<file path="config.mk">
export PLATFORM = sky130hd
export DESIGN_NAME = glos_walker
export DESIGN_NICKNAME = d
export VERILOG_FILES = /design/src/hw/rtl/glos_pkg.sv /design/src/hw/rtl/glos_walker.sv
export SDC_FILE = /design/constraint.sdc
export NUM_CORES = 1
export LEC_CHECK = 0
export BUFFER_PORTS_ARGS = -buffer_cell sky130_fd_sc_hd__buf_2
export CORE_ASPECT_RATIO = 0.9
export CORE_MARGIN = 1.5
export CORE_UTILIZATION = 39
export DETAILED_ROUTE_END_ITERATION = 6
export PLACE_DENSITY = 0.67
export RECOVER_POWER = 100
export SYNTH_ARGS = -nofsm -noshare
export SYNTH_HDL_FRONTEND = slang
export SYNTH_SLANG_ARGS = --single-unit
</file>
<file path="constraint.sdc">
create_clock -name clk_i -period 15.81 [get_ports clk_i]
set_clock_uncertainty 0.05 [all_clocks]
set_input_delay 2.3715 -clock clk_i [delete_from_list [all_inputs] [get_ports clk_i]]
set_output_delay 2.3715 -clock clk_i [all_outputs]
set_load 0.05 [all_outputs]
</file>
<file path="src/hw/rtl/glos_pkg.sv">
// Shared types, constants and helper functions for the grid line-of-sight block.
// No dependencies; imported by every module of the block.
package glos_pkg;

  localparam int GridRows  = 64;
  localparam int GridCols  = 64;
  localparam int CoordW    = 6;
  localparam int CellW     = 8;
  localparam int MapDepth  = GridRows * GridCols;
  localparam int AddrW     = $clog2(MapDepth);
  // error term and its sum span (-major, 3*major], signed
  localparam int ErrW      = CoordW + 3;

  localparam logic [CellW-1:0] OpaqueReset = 8'd35;

  localparam logic ReqWrite = 1'b0;
  localparam logic ReqQuery = 1'b1;

  typedef logic [CoordW-1:0]        coord_t;
  typedef logic [CellW-1:0]         cell_t;
  typedef logic [AddrW-1:0]         addr_t;
  typedef logic signed [ErrW-1:0]   err_t;

  typedef enum logic [3:0] {
    StIdle  = 4'b0001,
    StSetup = 4'b0010,
    StWalk  = 4'b0100,
    StDrain = 4'b1000
  } walk_state_e;

  // read request from the walker to the map memory
  typedef struct packed {
    logic  re;
    addr_t addr;
  } rd_req_t;

  // one query result
  typedef struct packed {
    logic done;
    logic clear;
  } res_t;

  function automatic logic in_grid(coord_t row, coord_t col);
    logic row_ok;
    logic col_ok;
    row_ok = ({1'b0, row} < (CoordW + 1)'(GridRows));
    col_ok = ({1'b0, col} < (CoordW + 1)'(GridCols));
    return row_ok && col_ok;
  endfunction

  // row-major cell address
  function automatic addr_t cell_addr(coord_t row, coord_t col);
    return AddrW'(AddrW'(row) * AddrW'(GridCols) + AddrW'(col));
  endfunction

endpackage

</file>
<file path="src/hw/rtl/glos_walker.sv">
// Line walker: sequencer plus shared error-term adder stepping one cell per cycle.
// Depends on glos_pkg; reads cells through the map memory read port.
module glos_walker (
  input  logic              clk_i,
  input  logic              rst_ni,
  input  logic              go_i,
  input  glos_pkg::coord_t  from_row_i,
  input  glos_pkg::coord_t  from_col_i,
  input  glos_pkg::coord_t  to_row_i,
  input  glos_pkg::coord_t  to_col_i,
  input  glos_pkg::cell_t   opaque_i,
  output glos_pkg::rd_req_t rd_req_o,
  input  glos_pkg::cell_t   rd_data_i,
  output logic              busy_o,
  output glos_pkg::res_t    res_o
);
  import glos_pkg::*;

  walk_state_e state_q, state_d;
  coord_t r0_q, c0_q, r1_q, c1_q;
  coord_t a_q, a_d, b_q, b_d, a1_q, a1_d;
  coord_t da_q, da_d, db_q, db_d;
  logic   bdown_q, bdown_d, steep_q, steep_d, first_q, first_d;
  err_t   err_q, err_d;
  logic   chk_q, blocked_q, blocked_d;
  res_t   res_q, res_d;

  // setup arithmetic
  coord_t dr, dc, sa0, sb0, sa1, sb1, a0, b0, a1, b1;
  logic   steep, swap;

  // walk arithmetic
  err_t   twice_db, twice_da, da_ext, err_sum;
  logic   step_minor;
  coord_t cur_row, cur_col;
  logic   hit;
  rd_req_t rd_req;

  // orient the line: pick the major axis, swap so the walk runs upward
  always_comb begin
    dr    = (r1_q >= r0_q) ? r1_q - r0_q : r0_q - r1_q;
    dc    = (c1_q >= c0_q) ? c1_q - c0_q : c0_q - c1_q;
    steep = dr > dc;
    sa0   = steep ? r0_q : c0_q;
    sb0   = steep ? c0_q : r0_q;
    sa1   = steep ? r1_q : c1_q;
    sb1   = steep ? c1_q : r1_q;
    swap  = sa0 > sa1;
    a0    = swap ? sa1 : sa0;
    b0    = swap ? sb1 : sb0;
    a1    = swap ? sa0 : sa1;
    b1    = swap ? sb0 : sb1;
  end

  // shared error-term adder and compare
  assign twice_db   = {2'b00, db_q, 1'b0};
  assign twice_da   = {2'b00, da_q, 1'b0};
  assign da_ext     = {3'b000, da_q};
  assign err_sum    = err_q + twice_db;
  assign step_minor = err_sum > da_ext;

  // current cell and its read request; endpoints are never read
  assign cur_row     = steep_q ? a_q : b_q;
  assign cur_col     = steep_q ? b_q : a_q;
  assign rd_req.re   = (state_q == StWalk) && !first_q && (a_q != a1_q) &&
                       in_grid(cur_row, cur_col);
  assign rd_req.addr = cell_addr(cur_row, cur_col);
  assign rd_req_o    = rd_req;

  // compare the cell read in the previous cycle
  assign hit = chk_q && (rd_data_i == opaque_i);

  // sequencer
  always_comb begin
    state_d   = state_q;
    a_d       = a_q;
    b_d       = b_q;
    a1_d      = a1_q;
    da_d      = da_q;
    db_d      = db_q;
    bdown_d   = bdown_q;
    steep_d   = steep_q;
    first_d   = first_q;
    err_d     = err_q;
    blocked_d = blocked_q | hit;
    res_d     = '{done: 1'b0, clear: res_q.clear};
    unique case (state_q)
      StIdle: begin
        if (go_i) begin
          state_d = StSetup;
        end
      end
      StSetup: begin
        a_d       = a0;
        b_d       = b0;
        a1_d      = a1;
        da_d      = a1 - a0;
        db_d      = (b1 >= b0) ? b1 - b0 : b0 - b1;
        bdown_d   = b1 < b0;
        steep_d   = steep;
        first_d   = 1'b1;
        err_d     = '0;
        blocked_d = 1'b0;
        state_d   = StWalk;
      end
      StWalk: begin
        if (a_q == a1_q) begin
          state_d = StDrain;
        end else begin
          // advance along the major axis, step the minor axis past the half-way mark
          a_d     = a_q + 1'b1;
          first_d = 1'b0;
          if (step_minor) begin
            b_d   = bdown_q ? b_q - 1'b1 : b_q + 1'b1;
            err_d = err_sum - twice_da;
          end else begin
            err_d = err_sum;
          end
        end
      end
      StDrain: begin
        res_d   = '{done: 1'b1, clear: !(blocked_q || hit)};
        state_d = StIdle;
      end
      default: begin
        state_d = StIdle;
      end
    endcase
  end

  // control state and result
  always_ff @(posedge clk_i or negedge rst_ni) begin
    if (!rst_ni) begin
      state_q <= StIdle;
      chk_q   <= 1'b0;
      res_q   <= '0;
    end else begin
      state_q <= state_d;
      chk_q   <= rd_req.re;
      res_q   <= res_d;
    end
  end

  // datapath
  always_ff @(posedge clk_i) begin
    if (state_q == StIdle && go_i) begin
      r0_q <= from_row_i;
      c0_q <= from_col_i;
      r1_q <= to_row_i;
      c1_q <= to_col_i;
    end
    a_q         <= a_d;
    b_q         <= b_d;
    a1_q        <= a1_d;
    da_q        <= da_d;
    db_q        <= db_d;
    bdown_q     <= bdown_d;
    steep_q     <= steep_d;
    first_q     <= first_d;
    err_q       <= err_d;
    blocked_q   <= blocked_d;
  end

  assign busy_o = (state_q != StIdle);
  assign res_o  = res_q;

endmodule

</file>
==> results of run 1 <==
## Yosys cell counts (3+ instances only)
cell / number
inv_1: 72
ha_1: 66
edfxtp_1: 65
a21oi_1: 48
mux2i_1: 48
nand2_1: 46
nor2_1: 32
xnor2_1: 27
mux2_2: 25
o21ai_0: 25
xor2_1: 20
a21o_1: 16
nand3_1: 11
nand4_1: 10
fa_1: 9
o211ai_1: 8
clkbuf_1: 7
nor2b_1: 7
dfrtp_1: 6
nor3_1: 6
o21bai_1: 6
a211oi_1: 5
a31oi_1: 5
a21boi_0: 3
a41oi_1: 3
and3_1: 3
buf_1: 3
buf_2: 3
maj3_1: 3
nor4_1: 3
o21ai_1: 3
or3_1: 3
## metal layers
| metal | global-route usage | share of wire | vias up |
|---|---|---|---|
| li1 | - | - | 2453 |
| met1 | 0.2537 | 0.48 | 2403 |
| met2 | 0.2891 | 0.45 | 145 |
| met3 | 0.03256 | 0.049 | 24 |
| met4 | 0.05821 | 0.020 | 0 |
| met5 | 0 | 0 | - |
## path summary, 6_finish.rpt
kind                         start          to  slack, ns  cells past startpoint
min reg2reg                first_q       chk_q       0.37                      1
min                        first_q       chk_q       0.37                      1
max in group asynchronous   rst_ni  state_q[0]      13.54                      1
max                        c1_q[0]     db_q[5]       3.33                     39
min in group asynchronous   rst_ni  state_q[1]       1.86                      1
max reg2reg                c1_q[0]     db_q[5]       3.33                     39
## area by class of cell
class / instances / area, um^2
Clock inverter: 7 / 61.31
Tap cell: 207 / 259.0
Clock buffer: 9 / 225.2
Sequential cell: 73 / 2148
Multi-Input combinational cell: 485 / 3849
Inverter: 72 / 270.3
Fill cell: 1593 / 8971
Timing Repair Buffer: 64 / 291.5
## flip-flops by register name, indices dropped and copies added (netlist names)
name and count:
db_q 6, bdown_q 1, chk_q 1, c0_q 6
a1_q 6, r0_q 6, res_o 2, da_q 6
a_q 6, c1_q 6, r1_q 6, first_q 1
steep_q 1, blocked_q 1, err_q 8, state_q 4
b_q 6
## through the flow
stage	hold slack, ns	cells
finish	0.3653	917
global route	0.4061	917
CTS	0.3654	917
detailed placement	0.3572	901
global placement	0.3583	901
floorplan	0.3711	648
## logic make-up after synthesis
group           share of synthesized area
compound gates                     0.1542
simple gates                       0.1047
buf+inv                           0.05714
fa+ha+maj                          0.1620
mux                                0.1215
flops                              0.3360
xor+xnor                          0.06438
==> results.md, run 1 <==
* Status: finished clean
* Syn Std Cell Area at 6394 um^2
* Num rows at 44
* Post-synth EDFFs at 65
* Sink Count at 73
* Top cell type's share of synthesized area at 0.3053
* Postcts setup bufs at 0
* Clock buffer depth at 2
* Initial antenna violation count at 0
* Flops & latches, synth at 73
* Crit Path Class: flop to flop
* Fmax at 80.11 MHz
* Die ar. at 17170 um^2
* Diodes inserted at 0
* Die X at 138.0 um
* Max-cap check violation count at 0
* Io pins at 59
* Synth warn at 0
* Critical-path top delay cell: clkbuf_1
* Critical path endpoint category: flop
* Hold_buf cts at 0
* Crit path max fanout at 26
* Cell variety after synth at 72
* TritonCTS clock tree: built
* Placed cell area at 6902 um^2
* Cts repair resizes at 0
* Setup TNS at 0 ns
* Mean post-synth cell area at 9.867 um^2
* Post-Synthesis Cells at 648
* Max stage delay on crit path at 0.84 ns
* Commonest non-fill, non-tap cell in the layout: inv_1
* # DRC at 0
* Most frequent cells in the layout: inv_1 (72), ha_1 (66), edfxtp_1 (65), a21oi_1 (48), mux2i_1 (48)
* Share of layout cells above drive strength 1 at 0.1225
* Ys flop type: edfxtp_1
* Critical Path RT at 15.85 ns
* Asr flop ratio synth at 0.09589
* Top post-synthesis cells by area: edfxtp_1 (31%), ha_1 (13%), mux2i_1 (7.5%)
* Htree depth at 3
* Most used cell, CP: a21oi_1
* RSZ-0062 raised after global routing: false
* Port bufs at 58
* Clock slew at reported path FFs at 0.06 ns
* Routed via count at 5025
* First-pass GRT wire length at 24.38 mm
* Die Y at 124.5 um
* Setup Viol. Count Final at 0
* CP bufs+invs at 6
* Clk Latency, worst-skew pair at 0.34 ns
* Initial Utilization at 0.3977
* Drt wl/cell at 16.63 um
* DRT Wirelength at 15.25 mm
* Hold Path Class: flop to flop
* Post-route ant nets at 0
* Area of the core at 16080 um^2
* Crit start category: flop
* Pre-CTS setup slack at 5.146 ns
* Synth area leader: edfxtp_1
* Routability Congestion at 0.9071
* Final Hold Vio Count at 0
* Grt ovf at 0
* Pre-antenna DRT Iters at 5
* Worst slew pin tran at 1.463 ns
* CTS Buf Count at 9
* Area growth syn-to-layout at 11.12%
* Max-slew violation count at 0
* Vias per cell at 5.480
* Post-synthesis sequential area ratio at 0.3360
* Core Util, Final at 0.4419
* Top delay family on crit path: compound AO/OA/AOI/OAI gates
* Final Critical Period at 12.48 ns
* Fin crit share at 0.7896
* Setup slack after layout at 3.327 ns
* Drt initial violations at 398
* CP arrival at 12.52 ns
* Post-synthesis net count at 766
* Slew HR at 0.02498
* CTS root buf: clkbuf_16
* Total track usage at 0.1834
* Dpl hpwl at 11.76 mm
* Fin nets at 823
* Number of global-route vias before repair at 4804
* Largest net degree at the start of global routing at 27
* Final instance area at 7104 um^2
Power of run 1 is left out: the tool's default activity adds up to more than one toggle a clock period on the data nets, which glitch-free logic cannot reach.
==> inputs of run 2 (changes only) <==
==> constraint.sdc (replaced) <==
create_clock -name clk_i -period 12.52 [get_ports clk_i]
set_clock_uncertainty 0.05 [all_clocks]
set_input_delay 1.878 -clock clk_i [delete_from_list [all_inputs] [get_ports clk_i]]
set_output_delay 1.878 -clock clk_i [all_outputs]
set_load 0.05 [all_outputs]
==> run 2 against run 1 <==
Sequential share of layout area about the same; global-route usage fell by 0.11 points; hold slack improved by 0.0079 ns; count of clock-buffer cells in the layout rose by 1; fmax grew 12%; critical path type unchanged.
==> results.md, run 2 (synthesis gave the netlist of run 1 again) <==
* Status: finished clean
* Vias per cell at 5.474
* Sink Count at 73
* Pre-antenna DRT Iters at 5
* Clk Latency, worst-skew pair at 0.34 ns
* Max reg flops at 8
* Hold Path Class: flop to flop
* Port bufs at 58
* DRT Wirelength at 15.14 mm
* Fmax at 89.71 MHz
* Max stage delay on crit path at 0.79 ns
* # DRC at 0
* Area of the core at 16080 um^2
* Fin nets at 823
* First-pass GRT wire length at 24.43 mm
* Max-cap check violation count at 0
* Met2 wire length at 6.746 mm
* Num rows at 44
* Core Util, Final at 0.4419
* Final Hold Vio Count at 0
* Slew HR at 0.02961
* Crit Path Class: flop to flop
* Final Critical Period at 11.15 ns
* Die X at 138.0 um
* Io pins at 59
* Uppermost layer routed: met4
* Diodes inserted at 0
* Final instance area at 7103 um^2
* Die ar. at 17170 um^2
* Critical Path RT at 12.56 ns
* RSZ-0062 raised after global routing: false
* Number of global-route vias before repair at 4830
* Largest net degree at the start of global routing at 27
* Drt wl/cell at 16.51 um
* Critical-path top delay cell: nand2_1
* Register with the most flip-flops: err_q
* Worst slew pin tran at 1.456 ns
* Clock slew at reported path FFs at 0.06 ns
* Met1 Routed Length at 7.171 mm
* Max-slew violation count at 0
* Htree depth at 3
* CTS root buf: clkbuf_16
* Placed cell area at 6902 um^2
* Hold_buf cts at 0
* CTS Buf Count at 9
* Fin crit share at 0.8904
* Dpl hpwl at 11.84 mm
* Crit start category: flop
* Cts repair resizes at 0
* Drt initial violations at 432
* Commonest non-fill, non-tap cell in the layout: inv_1
* Initial Utilization at 0.3977
* Fillcell total at 1588
* Postcts setup bufs at 0
* Most frequent cells in the layout: inv_1 (72), ha_1 (66), edfxtp_1 (65), a21oi_1 (48), mux2i_1 (48)
* Crit path max fanout at 26
* Fin Hold WS at 0.3732 ns
* Setup TNS at 0 ns
* Clock buffer depth at 2
* Post-route ant nets at 0
* Area growth syn-to-layout at 11.10%
* Initial antenna violation count at 0
* Grt ovf at 0
* Setup Viol. Count Final at 0
* CP arrival at 11.18 ns
* Routability Congestion at 0.9132
* Die Y at 124.5 um
* Share of layout cells above drive strength 1 at 0.1310
* Most used cell, CP: inv_1
* Routed via count at 5020
* DR WL met3 at 814 um
* TritonCTS clock tree: built
* Critical path endpoint category: flop
* Total track usage at 0.1823
run 2: changes by cell type in the layout (fill, tap and decap cells not counted), sizes merged:
cell,previous run,this run
clkbuf,32,31
buf,41,43
bufinv,1,0
run 2: metal layers:
metal | global-route usage | vias up
met1 | 0.2565 | 2347
met2 | 0.2789 | 185
met4 | 0.06311 | 0
met3 | 0.03378 | 33
li1 | - | 2455
met5 | 0 | -
run 2: critical path, delay by kind of cell, from the launching register on:
family	cells	cell delay, ns
compound gates	19	4.54
xor+xnor	2	0.16
fa+ha+maj	6	1.77
buf+inv	8	1.36
flops	1	0.44
mux	3	1.37
simple gates	4	1.20
run 2: area by class of cell:
cell class / instances / area, um^2 / share of cell area
multi-input cells: 485 / 3862 / 0.5438
flip-flops and latches: 73 / 2148 / 0.3024
repair buffers: 64 / 299.0 / 0.04210
inverters: 72 / 270.3 / 0.03805
well taps: 207 / 259.0 / 0.03646
clock buffers: 10 / 229.0 / 0.03224
clock inverters: 6 / 35.03 / 0.004932
run 2: final timing paths:
check / depth (start not counted) / slack [ns] / end / start
setup / recovery: 42 / 1.37 / db_q[5] / r1_q[0]
hold / removal: 1 / 0.37 / chk_q / first_q
setup reg to reg: 42 / 1.37 / db_q[5] / r1_q[0]
hold reg to reg: 1 / 0.37 / chk_q / first_q
max in group asynchronous: 1 / 10.74 / state_q[0] / rst_ni
min in group asynchronous: 1 / 1.37 / state_q[1] / rst_ni
run 2: metrics by stage:
stage	worst slack, ns	std cells
after floorplan	3.053	648
after global placement	2.093	901
after detailed placement	1.923	901
after CTS	1.863	917
after global routing	0.5522	917
final	1.373	917
Power of run 2 is left out for the same reason.
==> inputs of run 3 (changes only) <==
--- a/config.mk
+++ b/config.mk
@@ -8,9 +8,10 @@
 export BUFFER_PORTS_ARGS = -buffer_cell sky130_fd_sc_hd__buf_2
 export CORE_ASPECT_RATIO = 0.9
 export CORE_MARGIN = 1.5
-export CORE_UTILIZATION = 39
+export CORE_UTILIZATION = 58
+export CTS_BUF_LIST = sky130_fd_sc_hd__clkbuf_8
 export DETAILED_ROUTE_END_ITERATION = 6
-export PLACE_DENSITY = 0.67
+export PLACE_DENSITY = 0.89
 export RECOVER_POWER = 100
 export SYNTH_ARGS = -nofsm -noshare
 export SYNTH_HDL_FRONTEND = slang
==> run 3 against run 2 <==
Global-route usage is 9.7 points higher; first-iteration DRC count down 13%; via count increased by 2.3%; register-to-register slack got worse by 0.30 ns; count of clock-buffer cells in the layout down 1; die area is 32% lower; fmax decreased by 2.6%; critical path depth shrank 1; worst setup slack worse by 0.30 ns; cell area decreased by 2.8%; non-clock buffer count is 2 lower.
==> results.md, run 3 (synthesis gave the netlist of run 1 again) <==
* Status: finished clean
* Clock buffer depth at 2
* Grt ovf at 0
* Die ar. at 11660 um^2
* Hold Path Class: flop to flop
* Final Critical Period at 11.45 ns
* Area growth syn-to-layout at 7.945%
* Largest net degree at the start of global routing at 30
* FF-to-FF End: db_q[5]
* Initial Utilization at 0.5939
* Postcts setup bufs at 0
* Setup TNS at 0 ns
* Critical Path RT at 12.61 ns
* CP arrival at 11.54 ns
* Hold Path Cell Cnt at 1
* Max-slew violation count at 0
* Number of global-route vias before repair at 5117
* Worst slew pin tran at 1.475 ns
* Port bufs at 58
* Diodes inserted at 0
* Vias per cell at 6.106
* Total track usage at 0.2792
* Reg2Reg Depth at 41
* Max reg flops at 8
* Share of layout cells above drive strength 1 at 0.1299
* Critical path endpoint category: flop
* First-pass GRT wire length at 24.90 mm
* Fmax at 87.36 MHz
* CP bufs+invs at 6
* TritonCTS clock tree: built
* Area of the core at 10770 um^2
* Routability Congestion at 0.9937
* Htree depth at 3
* Die Y at 102.6 um
* Fin nets at 821
* Max-cap check violation count at 0
* Initial antenna violation count at 0
* Top delay family on crit path: compound AO/OA/AOI/OAI gates
* Hold_buf cts at 0
* RSZ-0062 raised after global routing: false
* Commonest non-fill, non-tap cell in the layout: inv_1
* Multi-input gate area at 3865 um^2
* Crit Path Class: flop to flop
* Clock slew at reported path FFs at 0.08 ns
* Routed via count at 5135
* Worst hold endpoint: chk_q
* Setup Viol. Count Final at 0
* Clk Latency, worst-skew pair at 0.38 ns
* Pre-antenna DRT Iters at 6
* Max stage delay on crit path at 0.81 ns
* Final Hold Vio Count at 0
* Crit start category: flop
* Die X at 113.7 um
* Dpl hpwl at 12.23 mm
* Num rows at 36
* Hold path start: first_q
* Fin crit share at 0.9143
* Fillcell total at 874
* Cts repair resizes at 0
* Sink Count at 73
* Critical-path top delay cell: inv_1
* Drt initial violations at 377
* Io pins at 59
* Post-route ant nets at 0
* Drt wl/cell at 18.78 um
* Most frequent cells in the layout: inv_1 (74), ha_1 (66), edfxtp_1 (65), a21oi_1 (49), mux2i_1 (48)
* Slew HR at 0.01686
* CTS Buf Count at 9
* Reg2Reg Setup Slack at 1.07 ns
* DRT Wirelength at 15.80 mm
* R2r startpoint: c0_q[1]
* Reg area at 2148 um^2
* # DRC at 0
* Register with the most flip-flops: err_q
* Crit path max fanout at 29
* CTS root buf: clkbuf_8
[run 3: cell types whose count changed in the layout (fill, tap and decap cells not counted), moves of 2 or more]
cell        change
clkbuf_8        +9
clkinvlp_4      +2
inv_1           +2
clkbuf_1        -2
clkbuf_16       -9
[run 3: stage by stage]
stage	cell area, um^2	worst slack [ns]	hold WS [ns]	util	instances
2_1_floorplan	6394	3.053	0.3711	-	648
3_3_place_gp	6794	1.921	0.3509	0.6311	825
3_5_place_dp	6794	1.481	0.3526	0.6311	825
4_1_cts	6958	1.455	0.3609	0.6463	841
5_1_grt	6902	0.3995	0.3982	0.6411	841
6_report	6902	1.073	0.3666	0.6411	841
[run 3: worst reg2reg max path, delay by kind of cell (launching register included)]
| kind | cells | cell delay (ns) |
|---|---|---|
| AOI/OAI and AO/OA | 18 | 4.54 |
| buffers and inverters | 6 | 1.49 |
| and+or+nand+nor | 5 | 1.22 |
| DFF | 1 | 0.50 |
| muxes | 4 | 1.25 |
| xor gates and xnor gates | 2 | 0.17 |
| adders and majority gates | 6 | 1.97 |
[run 3: area by class of cell]
| type | count | area share |
|---|---|---|
| multi-input cells | 485 | 0.5600 |
| clock inverters | 7 | 0.005801 |
| clock buffers | 9 | 0.01795 |
| repair buffers | 62 | 0.04170 |
| flip-flops and latches | 73 | 0.3113 |
| inverters | 72 | 0.03916 |
| well taps | 133 | 0.02411 |
[run 3: how the worst max path moves through the flow]
stage / start / endpoint / slack [ns] / cells after the start
2_1_floorplan: c1_q[0] / db_q[5] / 3.05 / 46
3_3_place_gp: c0_q[1] / db_q[5] / 1.92 / 39
3_5_place_dp: c1_q[0] / db_q[5] / 1.48 / 43
4_1_cts: c0_q[1] / db_q[5] / 1.45 / 41
5_1_grt: c1_q[0] / db_q[5] / 0.40 / 43
6_report: c0_q[1] / db_q[5] / 1.07 / 41
[run 3: per-layer routing]
layer,part of all wire,vias to the layer above,wire (um),GRT usage
met5,0,-,0,0
met4,0.028,0,436,0.1115
met3,0.061,46,971,0.05703
met2,0.48,205,7570,0.4884
met1,0.43,2439,6817,0.3424
li1,-,2445,-,-
Power of run 3 is left out for the same reason.
